`src/sv/rewb_pkg.sv`:
```
// Types, constants and the phase table shared by the rotary encoder block
package rewb_pkg;

  localparam int TimerBits  = 16;
  localparam int FastFactor = 10;
  localparam int CfgBits    = 16;
  localparam int CmpW       = (TimerBits > CfgBits) ? TimerBits : CfgBits;

  localparam int FastPosInt = (FastFactor > 15) ? 15 : FastFactor;
  localparam int FastNegInt = (FastFactor > 16) ? 16 : FastFactor;

  localparam logic signed [4:0] TurnPos     = 5'sd1;
  localparam logic signed [4:0] TurnNeg     = -5'sd1;
  localparam logic signed [4:0] TurnPosFast = 5'(FastPosInt);
  localparam logic signed [4:0] TurnNegFast = 5'(-FastNegInt);

  typedef enum logic [1:0] {
    FuncPinA   = 2'd0,
    FuncPinB   = 2'd1,
    FuncSwitch = 2'd2,
    FuncTick   = 2'd3
  } func_e;

  typedef enum logic [1:0] {
    PressShort   = 2'd0,
    PressLong    = 2'd1,
    PressRelease = 2'd2,
    PressHold    = 2'd3
  } press_e;

  typedef enum logic {
    EvTurn   = 1'b0,
    EvButton = 1'b1
  } event_e;

  typedef enum logic [1:0] {
    CfgVelEn   = 2'd0,
    CfgFastWin = 2'd1,
    CfgShort   = 2'd2,
    CfgLong    = 2'd3
  } cfg_idx_e;

  typedef logic [TimerBits-1:0] timer_t;

  typedef struct packed {
    func_e func;
    logic  level;
  } item_t;

  typedef struct packed {
    logic valid;
    logic neg;
  } detent_t;

  typedef struct packed {
    logic   valid;
    press_e kind;
  } btn_t;

  function automatic logic signed [1:0] gray_move(input logic [3:0] idx);
    logic signed [1:0] r;
    unique case (idx)
      4'd2, 4'd4, 4'd11, 4'd13: r = 2'sd1;
      4'd1, 4'd7, 4'd8, 4'd14:  r = -2'sd1;
      default:                  r = 2'sd0;
    endcase
    return r;
  endfunction

  function automatic timer_t sat_inc(input timer_t v);
    return (v == '1) ? v : v + 1'b1;
  endfunction

endpackage

```
`src/sv/rewb_quad.sv`:
```
// Quadrature phase tracker and detent counter
module rewb_quad (
  input  logic            clk_i,
  input  logic            rst_ni,
  input  logic            en_i,
  input  rewb_pkg::item_t item_i,
  output rewb_pkg::detent_t detent_o
);
  import rewb_pkg::*;

  logic              pin_a_q, pin_a_d;
  logic              pin_b_q, pin_b_d;
  logic [1:0]        phase_q, phase_d;
  logic signed [2:0] qs_q, qs_d;
  logic [1:0]        phase_new;
  logic signed [1:0] inc;
  logic signed [3:0] qs_sum;
  logic              pin_evt;

  assign pin_evt   = en_i && (item_i.func == FuncPinA || item_i.func == FuncPinB);
  assign pin_a_d   = (pin_evt && item_i.func == FuncPinA) ? item_i.level : pin_a_q;
  assign pin_b_d   = (pin_evt && item_i.func == FuncPinB) ? item_i.level : pin_b_q;
  assign phase_new = {pin_a_d, pin_b_d};
  assign inc       = gray_move({phase_q, phase_new});
  assign qs_sum    = {qs_q[2], qs_q} + {{2{inc[1]}}, inc};

  always_comb begin
    phase_d        = phase_q;
    qs_d           = qs_q;
    detent_o.valid = 1'b0;
    detent_o.neg   = qs_sum[3];
    if (pin_evt && inc != 2'sd0) begin
      phase_d = phase_new;
      if (qs_sum >= 4'sd4 || qs_sum <= -4'sd4) begin
        qs_d           = 3'sd0;
        detent_o.valid = 1'b1;
      end else begin
        qs_d = qs_sum[2:0];
      end
    end
  end

  always_ff @(posedge clk_i or negedge rst_ni) begin
    if (!rst_ni) begin
      pin_a_q <= 1'b1;
      pin_b_q <= 1'b1;
      phase_q <= 2'd3;
      qs_q    <= 3'sd0;
    end else begin
      pin_a_q <= pin_a_d;
      pin_b_q <= pin_b_d;
      phase_q <= phase_d;
      qs_q    <= qs_d;
    end
  end

endmodule

```
`src/sv/rewb_vel.sv`:
```
// Detent velocity tracker and turn scaling
module rewb_vel (
  input  logic                      clk_i,
  input  logic                      rst_ni,
  input  logic                      tick_i,
  input  rewb_pkg::detent_t         detent_i,
  input  logic                      vel_en_i,
  input  logic [rewb_pkg::CfgBits-1:0] fast_win_i,
  output logic signed [4:0]         turn_o
);
  import rewb_pkg::*;

  timer_t since_q, since_d;
  logic   seen_q, seen_d;
  logic   dir_q, dir_d;
  logic   fast;

  assign fast = vel_en_i && seen_q && (detent_i.neg == dir_q)
             && (CmpW'(since_q) < CmpW'(fast_win_i));

  always_comb begin
    since_d = since_q;
    seen_d  = seen_q;
    dir_d   = dir_q;
    if (detent_i.neg) begin
      turn_o = fast ? TurnNegFast : TurnNeg;
    end else begin
      turn_o = fast ? TurnPosFast : TurnPos;
    end
    if (tick_i) begin
      since_d = sat_inc(since_q);
    end
    if (detent_i.valid) begin
      since_d = '0;
      seen_d  = 1'b1;
      if (vel_en_i) begin
        dir_d = detent_i.neg;
      end
    end
  end

  always_ff @(posedge clk_i or negedge rst_ni) begin
    if (!rst_ni) begin
      since_q <= '0;
      seen_q  <= 1'b0;
      dir_q   <= 1'b0;
    end else begin
      since_q <= since_d;
      seen_q  <= seen_d;
      dir_q   <= dir_d;
    end
  end

endmodule

```
`src/sv/rewb_press.sv`:
```
// Switch hold timer and press classifier
module rewb_press (
  input  logic                      clk_i,
  input  logic                      rst_ni,
  input  logic                      en_i,
  input  rewb_pkg::item_t           item_i,
  input  logic                      detent_i,
  input  logic [rewb_pkg::CfgBits-1:0] short_i,
  input  logic [rewb_pkg::CfgBits-1:0] long_i,
  output rewb_pkg::btn_t            btn_o
);
  import rewb_pkg::*;

  timer_t hold_q, hold_d, hold_inc;
  logic   armed_q, armed_d;
  logic   turned_q, turned_d;

  assign hold_inc = sat_inc(hold_q);

  always_comb begin
    hold_d     = hold_q;
    armed_d    = armed_q;
    turned_d   = turned_q || detent_i;
    btn_o.valid = 1'b0;
    btn_o.kind  = PressRelease;
    if (en_i && item_i.func == FuncSwitch) begin
      if (item_i.level) begin
        btn_o.valid = 1'b1;
        if (CmpW'(hold_q) < CmpW'(short_i)) begin
          btn_o.kind = PressShort;
          armed_d    = 1'b0;
        end else if (CmpW'(hold_q) > CmpW'(long_i) && !turned_q) begin
          btn_o.kind = PressLong;
        end
      end else begin
        hold_d   = '0;
        armed_d  = 1'b1;
        turned_d = 1'b0;
      end
    end else if (en_i && item_i.func == FuncTick) begin
      hold_d = hold_inc;
      if (armed_q && CmpW'(hold_inc) >= CmpW'(short_i)) begin
        armed_d     = 1'b0;
        btn_o.valid = 1'b1;
        btn_o.kind  = PressHold;
      end
    end
  end

  always_ff @(posedge clk_i or negedge rst_ni) begin
    if (!rst_ni) begin
      hold_q   <= '0;
      armed_q  <= 1'b0;
      turned_q <= 1'b0;
    end else begin
      hold_q   <= hold_d;
      armed_q  <= armed_d;
      turned_q <= turned_d;
    end
  end

endmodule

```
`src/sv/rotary_encoder_with_button.sv`:
```
// Each input word is registered in the input stage; its result is registered in the result register.
// One input word per cycle while the result register is not stalled; at most one result word per input.
// The input stage advances whenever the result register is empty or drained.
// Reset (async, active low) restores register defaults and idle decoder state.
// Rotary encoder decoder with push-switch classifier, top level
module rotary_encoder_with_button (
  input  logic                         clk_i,
  input  logic                         rst_ni,
  input  logic                         in_valid_i,
  output logic                         in_stall_o,
  input  rewb_pkg::func_e              func_i,
  input  logic                         level_i,
  output logic                         out_valid_o,
  input  logic                         out_stall_i,
  output rewb_pkg::event_e             event_kind_o,
  output logic signed [4:0]            turn_amount_o,
  output rewb_pkg::press_e             press_kind_o,
  input  logic                         cfg_valid_i,
  output logic                         cfg_ready_o,
  input  rewb_pkg::cfg_idx_e           cfg_index_i,
  input  logic [rewb_pkg::CfgBits-1:0] cfg_data_i
);
  import rewb_pkg::*;

  logic               vel_en_q;
  logic [CfgBits-1:0] fast_win_q, short_q, long_q;
  logic               s1_valid_q;
  item_t              s1_item_q;
  logic               s1_adv, en, tick;
  detent_t            detent;
  btn_t               btn;
  logic signed [4:0]  turn;
  logic               out_valid_q;
  event_e             kind_q;
  logic signed [4:0]  amount_q;
  press_e             press_q;

  assign cfg_ready_o = 1'b1;
  assign s1_adv      = !out_valid_q || !out_stall_i;
  assign in_stall_o  = s1_valid_q && !s1_adv;
  assign en          = s1_valid_q && s1_adv;
  assign tick        = en && s1_item_q.func == FuncTick;

  always_ff @(posedge clk_i or negedge rst_ni) begin
    if (!rst_ni) begin
      vel_en_q   <= 1'b0;
      fast_win_q <= CfgBits'(100);
      short_q    <= CfgBits'(500);
      long_q     <= CfgBits'(1500);
    end else if (cfg_valid_i && cfg_ready_o) begin
      unique case (cfg_index_i)
        CfgVelEn:   vel_en_q   <= cfg_data_i[0];
        CfgFastWin: fast_win_q <= cfg_data_i;
        CfgShort:   short_q    <= cfg_data_i;
        CfgLong:    long_q     <= cfg_data_i;
        default:    vel_en_q   <= vel_en_q;
      endcase
    end
  end

  always_ff @(posedge clk_i or negedge rst_ni) begin
    if (!rst_ni) begin
      s1_valid_q  <= 1'b0;
      out_valid_q <= 1'b0;
    end else begin
      if (!in_stall_o) begin
        s1_valid_q <= in_valid_i;
      end
      if (s1_adv) begin
        out_valid_q <= s1_valid_q && (detent.valid || btn.valid);
      end
    end
  end

  always_ff @(posedge clk_i) begin
    if (in_valid_i && !in_stall_o) begin
      s1_item_q <= '{func: func_i, level: level_i};
    end
    if (en && detent.valid) begin
      kind_q   <= EvTurn;
      amount_q <= turn;
      press_q  <= PressShort;
    end else if (en && btn.valid) begin
      kind_q   <= EvButton;
      amount_q <= 5'sd0;
      press_q  <= btn.kind;
    end
  end

  rewb_quad u_quad (
    .clk_i    (clk_i),
    .rst_ni   (rst_ni),
    .en_i     (en),
    .item_i   (s1_item_q),
    .detent_o (detent)
  );

  rewb_vel u_vel (
    .clk_i      (clk_i),
    .rst_ni     (rst_ni),
    .tick_i     (tick),
    .detent_i   (detent),
    .vel_en_i   (vel_en_q),
    .fast_win_i (fast_win_q),
    .turn_o     (turn)
  );

  rewb_press u_press (
    .clk_i    (clk_i),
    .rst_ni   (rst_ni),
    .en_i     (en),
    .item_i   (s1_item_q),
    .detent_i (detent.valid),
    .short_i  (short_q),
    .long_i   (long_q),
    .btn_o    (btn)
  );

  assign out_valid_o   = out_valid_q;
  assign event_kind_o  = kind_q;
  assign turn_amount_o = amount_q;
  assign press_kind_o  = press_q;

endmodule

```
`config.mk`:
```
export PLATFORM = sky130hd
export DESIGN_NAME = rotary_encoder_with_button
export DESIGN_NICKNAME = d
export VERILOG_FILES = /design/src/sv/rewb_pkg.sv /design/src/sv/rewb_quad.sv /design/src/sv/rewb_vel.sv /design/src/sv/rewb_press.sv /design/src/sv/rotary_encoder_with_button.sv
export SDC_FILE = /design/constraint.sdc
export NUM_CORES = 1
export LEC_CHECK = 0
export ABC_AREA = 0
export BUFFER_PORTS_ARGS = -buffer_cell sky130_fd_sc_hd__buf_2
export CORE_MARGIN = 2
export CORE_UTILIZATION = 35
export DETAILED_ROUTE_END_ITERATION = 16
export PLACE_DENSITY_LB_ADDON = 0.08
export SKIP_CTS_REPAIR_TIMING = 1
export SYNTH_ARGS = -nofsm -noshare
export SYNTH_HDL_FRONTEND = slang
export SYNTH_SLANG_ARGS = --single-unit
```
`constraint.sdc`:
```
create_clock -name clk_i -period 4.4 [get_ports clk_i]
set_clock_uncertainty 0.1 [all_clocks]
set_input_delay 1.1 -clock clk_i [delete_from_list [all_inputs] [get_ports clk_i]]
set_output_delay 1.1 -clock clk_i [all_outputs]
set_load 0.01 [all_outputs]
```
# After elaboration in Yosys (flattened, before gate mapping)
# Memory sizes are Yosys's and may differ from the RTL's.
# Index checks and enable logic that the tools add are counted.
[totals]
elab_cells = 115
register_bits = 105
memories = 1
rom_bits = 32
in_bits = 26
output_inout_bits = 11
[op_classes]
n_addsub = 3
mux = 30
n_eq_ne = 12
n_reduce_logical = 42
magnitude_cmp = 6
[memory_table]
columns = ["memory", "depth", "word_bits", "read_ports", "rd_clocked_by_memory_dff", "wr", "line", "source"]
rows = [
  ["(no name shown)", 16, 2, 1, 0, 0, "rewb_pkg.sv:62", "unique case (idx)"],
]
[ops]
columns = ["operator", "count"]
rows = [
  ["two-way mux 16 bit", 7],
  ["adder 16 x 1 -> 16 bit, second input constant", 2],
  ["== test 16 bit, second input constant", 2],
  ["less-than comparator 16 bit", 2],
  ["logical AND 1 bit", 17],
  ["greater-or-equal comparator 16 bit", 1],
  ["greater-than comparator 16 bit", 1],
  ["two-way mux 3 bit", 5],
  ["two-way mux 5 bit", 3],
  ["AND reduction 2 bit", 7],
  ["two-way mux 1 bit", 11],
  ["nonzero test 2 bit", 5],
  ["== test 2 bit, second input constant", 4],
  ["two-way mux 4 bit", 2],
  ["logical NOT 1 bit", 5],
  ["logical OR 1 bit", 5],
  ["adder 3 x 2 -> 4 bit", 1],
  ["== test 2 x 1 -> 1 bit, second input constant", 2],
  ["greater-or-equal comparator 4 bit, second input constant", 1],
  ["less-or-equal comparator 4 x 3 -> 1 bit, second input constant", 1],
  ["logical NOT 2 bit", 2],
  ["two-way mux 2 bit", 2],
  ["!= test 3 bit, second input constant", 1],
  ["AND reduction 3 bit", 1],
  ["other kinds (3)", 3],
]

# Logic depth before layout (Yosys ltp)
# An unclocked memory read counts as a cell.
[depth]
depth_word = 15
depth_mapped = 17
mapped_depth_nobuf = 16

# Hierarchy
# A second synthesis with hierarchy kept.
[unflattened]
hier_cells = 645
area_unflattened_um2 = 6880.3
[modules_own_cells]
columns = ["mod", "seq_area_each_um2", "area_per_inst_um2", "instances", "cells_per_inst"]
rows = [
  ["rotary_encoder_with_button", 1596.5, 2499.9, 1, 142],
  ["rewb_press", 450.4, 2274.7, 1, 272],
  ["rewb_vel", 450.4, 1472.7, 1, 160],
  ["rewb_quad", 180.2, 633.1, 1, 71],
]

# Worst setup path before layout
# OpenSTA, ideal clock, no wires.
[synth_timing]
path_type = "input port to flip-flop"
from = "input out_stall_i"
to = "register amount_q[3] (netlist: turn_amount_o[3]), data pin"
arrival_ns = 4.407
required_ns = 4.045
n_path_buf = 0
setup_ns = 0.255
path_slack_ns = -0.362
cell_stages = 14
path_cell_list = "nand2_1 > and3b_1 > and2_1 > mux2i_1 > inv_1 > ha_1 > mux4_2 > ha_1 > mux2i_1 > xor2_1 > o2111a_1 > o41ai_1 > ha_1 > and2_1"
[synth_via]
elab_chain_cells = 14
elab_cells_between_ends = 25
cone_classes = "add/sub: 1; order compare: 2; eq/ne: 1; mux: 8; reduce/logical: 12; memory: 1"
[synth_rtl]
columns = ["item", "line", "source"]
rows = [
  ["start, declared", "rotary_encoder_with_button.sv:14", "input logic out_stall_i,"],
  ["logical NOT 1 bit (*)", "rotary_encoder_with_button.sv:39", "assign s1_adv = !out_valid_q || !out_stall_i;"],
  ["logical OR 1 bit (*)", "rotary_encoder_with_button.sv:39", ""],
  ["logical AND 1 bit (*)", "rotary_encoder_with_button.sv:41", "assign en = s1_valid_q && s1_adv;"],
  ["logical AND 1 bit (*)", "rewb_quad.sv:20", "assign pin_evt = en_i && (item_i.func == FuncPinA || item_i.func == FuncPinB);"],
  ["logical AND 1 bit (*)", "rewb_quad.sv:21", "assign pin_a_d = (pin_evt && item_i.func == FuncPinA) ? item_i.level : pin_a_q;"],
  ["two-way mux 1 bit (*)", "rewb_quad.sv:21", ""],
  ["net u_quad.pin_a_d", "rewb_quad.sv:11", "logic pin_a_q, pin_a_d;"],
  ["memory (16 x 2 bit) (*)", "-", ""],
  ["adder 3 x 2 -> 4 bit (*)", "rewb_quad.sv:25", "assign qs_sum = {qs_q[2], qs_q} + {{2{inc[1]}}, inc};"],
  ["== test 1 bit", "rewb_vel.sv:18", "assign fast = vel_en_i && seen_q && (detent_i.neg == dir_q)"],
  ["logical AND 1 bit", "rewb_vel.sv:18", ""],
  ["logical AND 1 bit", "rewb_vel.sv:19", "&& (CmpW'(since_q) < CmpW'(fast_win_i));"],
  ["two-way mux 4 bit (on tied branches)", "rewb_vel.sv:28, rewb_vel.sv:26", ""],
  ["two-way mux 5 bit (*)", "rewb_vel.sv:25", "if (detent_i.neg) begin"],
  ["net turn[3]", "rotary_encoder_with_button.sv:32", "logic signed [4:0] turn;"],
  ["two-way mux 5 bit (*)", "rotary_encoder_with_button.sv:79", "if (en && detent.valid) begin"],
  ["end signal, assigned", "rotary_encoder_with_button.sv:81", "amount_q <= turn;"],
  ["end, declared", "rotary_encoder_with_button.sv:35", "logic signed [4:0] amount_q;"],
]
# Mark *: on every way through the listed nets, which the timed path passes. The rest lies on a longest branch.
# A chain may end at the register's enable or synchronous reset.

# Worst setup path after layout
# Ends and elaborated chain as after synthesis.

==> flow_metrics.tcl <==
set metrics [dict create \
    synth_top_area_share_pct 28.89 \
    clockBufferDepth 2 \
    critPathLaunchType "input pin" \
    ys_ff_latch 104 \
    fin_crit_sh_pct 96.02 \
    dieHeight_um 139.3 \
    grt_overflow_total 0 \
    synth_compound_area_share_pct 10.77 \
    fin_hold_ws_ns 0.3757 \
    r2r-end "turn_amount_o[3]" \
    cp_data_required_time_ns 4.43 \
    postLayoutCellArea_um2 7387 \
    grt_util_all_layers_pct 16.97 \
    num_io_pins 37 \
    postSynthAreaPerCell_um2 10.47 \
    seq_area_frac_synth_pct 41.30 \
    grt_max_degree 79 \
    ys_types 62 \
    hold_path.class "reg2reg" \
    clockRootBuffer "clkbuf_16" \
    drt-initial-drc-count 191 \
    crit_type "in2reg" \
    r2r_slack_ns 0.55 \
    clk_pin_slew_worst_paths_ns 0.08 \
    clk-insertion-delay-late_ns 0.36 \
    wirelength_um 15420 \
    hold_viol_final 0 \
    synth_common_cells "dfrtp_1, ha_1, inv_1" \
    die_w_um 139.3 \
    synthXorXnorAreaFrac_pct 4.236 \
    powerDensity_nw_per_um2 474.4 \
    ys.warnings.count 0 \
    coreArea_um2 17960 \
    tritoncts "done" \
    syn_inst 612 \
    viasPerCell 5.161 \
    max_freq_ghz 0.2367 \
    dpl.hpwl_um 11800 \
    synth-main-ff-cell "dfrtp_1" \
    crit_start "out_stall_i" \
    critical-path-max-stage-delay_ns 0.56 \
    synthMuxAreaShare_pct 10.50 \
    netlist_area_um2 6410 \
    crit_path_cell_trace "buf_2 > nand2_4 > and3b_2 > and2_4 > mux2i_4 > inv_2 > ha_2 > mux4_2 > ha_4 > a211oi_4 > mux2i_4 > xor2_1 > o2111a_1 > o41ai_2 > ha_1 > and2_1" \
    peakVddDrop_v 0.0004761 \
    arrival_ns 4.26 \
    cp-endpoint "turn_amount_o[3]" \
    synth_top_family_by_area "adder cells" \
    stdcell_count 901 \
    grt_pass1_wl_um 25890 \
    antenna_cells 0 \
    syn2layout_area_growth_pct 15.24 \
    yosys.area_share.simple_pct 13.80 \
    cts_sinks 104 \
    drive_gt1_share_pct 25.60 \
    final_max_slew_viol_count 0 \
    setup_viol 0 \
    synthAdderAreaFrac_pct 14.76 \
    endpoint_kind "register" \
    h-tree-depth 3 \
    ant_nets 0 \
    wire_per_inst_um 17.11 \
    cp_slowest_cell "mux4_2" \
    crit_fanout 4 \
    crit_top_cell "mux2i_4" \
    ff2ff_path_depth 14 \
    row_count 49 \
    final_nets 768 \
    via_count 4650 \
    total_power_uw 3504 \
    tightest_slew_ns 1.027 \
    place_ws_ns -0.3206 \
    start_util_pct 35.68 \
    first_pass_iters 4 \
    p_leak_uw 0.003490 \
    cts_buffers 9 \
    async_flop_share_pct 90.38 \
    rsz0062_at_grt "no" \
    yosys.area.top_type "dfrtp_1" \
    cap_violations 0 \
    synth.net_count 713 \
    period_needed_ns 4.225 \
    synth-edff-count 7 \
    max_slew_margin_pct 31.54 \
    portBuffers 35 \
    yosys-top-cells-area "dfrtp_1, ha_1, mux2_2" \
    antenna_found_initial 0 \
    setup_ws_ns 0.1749 \
    dieArea_um2 19410 \
    worst_r2r_startpoint "s1_item_q[2]" \
    status "complete, no violations" \
    grt_pass1_vias 4778 \
    place_congestion 0.8085 \
    drcViolationCount 0 \
    placed_area_um2 7068 \
    dp.cells 883 \
]
-- sequential cells by signal, summed over array words and instances, names as in the netlist, 2 cells and up --
signal and cells:
u_press.hold_q 16, turn_amount_o 4, s1_item_q 3, short_q 16, u_vel.since_q 16, u_quad.qs_q 3
fast_win_q 16, u_quad.phase_q 2, press_kind_o 2, long_q 16
-- layer usage --
metal | track usage [%] | part of all wire [%]
met5 | 0 | 0
met4 | 4.997 | 1.4
met3 | 2.856 | 1.6
met2 | 28.84 | 50
met1 | 22.28 | 47
-- placed cells by master, fill, tap and decap left out, types with 17 or more instances in the layout --
cell type / instances
nand3_1: 21
o21ai_0: 24
nand4_1: 17
a21oi_1: 30
buf_2: 34
nor2_1: 32
buf_4: 23
dfstp_2: 20
ha_1: 71
dfrtp_1: 74
nand2_1: 35
inv_1: 56
mux2_2: 52
-- critical path, delay by kind of cell --
kind                     cells  cell delay [ns]
AO/OA/AOI/OAI                3             0.54
multiplexers                 3             0.93
adder cells (fa/ha/maj)      3             0.75
XOR/XNOR                     1             0.17
buffers and inverters        2             0.20
AND/OR/NAND/NOR              4             0.57
-- metrics by stage --
step                      TNS [ns]  util (%)
after floorplan           -0.04506         -
after global placement     -0.5047     39.35
after detailed placement    -2.952     39.35
after CTS                        0     41.04
after global routing             0     41.12
final                            0     41.12
-- worst min-delay path by stage --
| stage | cells past startpoint | start | to | slack [ns] |
|---|---|---|---|---|
| after floorplan | 1 | u_vel.seen_q | u_vel.seen_q | 0.34 |
| after global placement | 1 | u_vel.seen_q | u_vel.seen_q | 0.36 |
| after detailed placement | 1 | u_vel.seen_q | u_vel.seen_q | 0.36 |
| after CTS | 1 | u_vel.seen_q | u_vel.seen_q | 0.38 |
| after global routing | 1 | u_vel.seen_q | u_vel.seen_q | 0.39 |
| final | 1 | u_vel.seen_q | u_vel.seen_q | 0.38 |
-- layout make-up --
| class | count | area [um^2] |
|---|---|---|
| Timing Repair Buffer | 58 | 362.8 |
| Fill cell | 1758 | 10580 |
| Multi-Input combinational cell | 437 | 3572 |
| Inverter | 57 | 214.0 |
| Tap cell | 229 | 286.5 |
| Clock buffer | 10 | 250.2 |
| Sequential cell | 104 | 2648 |
| Clock inverter | 6 | 53.80 |
-- cells by family (layout without fill, tap and decap cells) --
logic type	after synthesis	after routing
xor+xnor	31	31
flops	104	104
other cells	1	1
buf+inv	71	131
mux	59	59
fa+ha+maj	75	75
compound gates	105	105
simple gates	166	166
-- power by group --
part / leakage [uW] / switching [uW] / total, uW / internal, uW
combinational: 0.00210 / 662 / 1330 / 669
clock: 0.000149 / 411 / 841 / 431
sequential: 0.00124 / 146 / 1330 / 1190
Note: power is estimated with default switching activity, not from simulation.
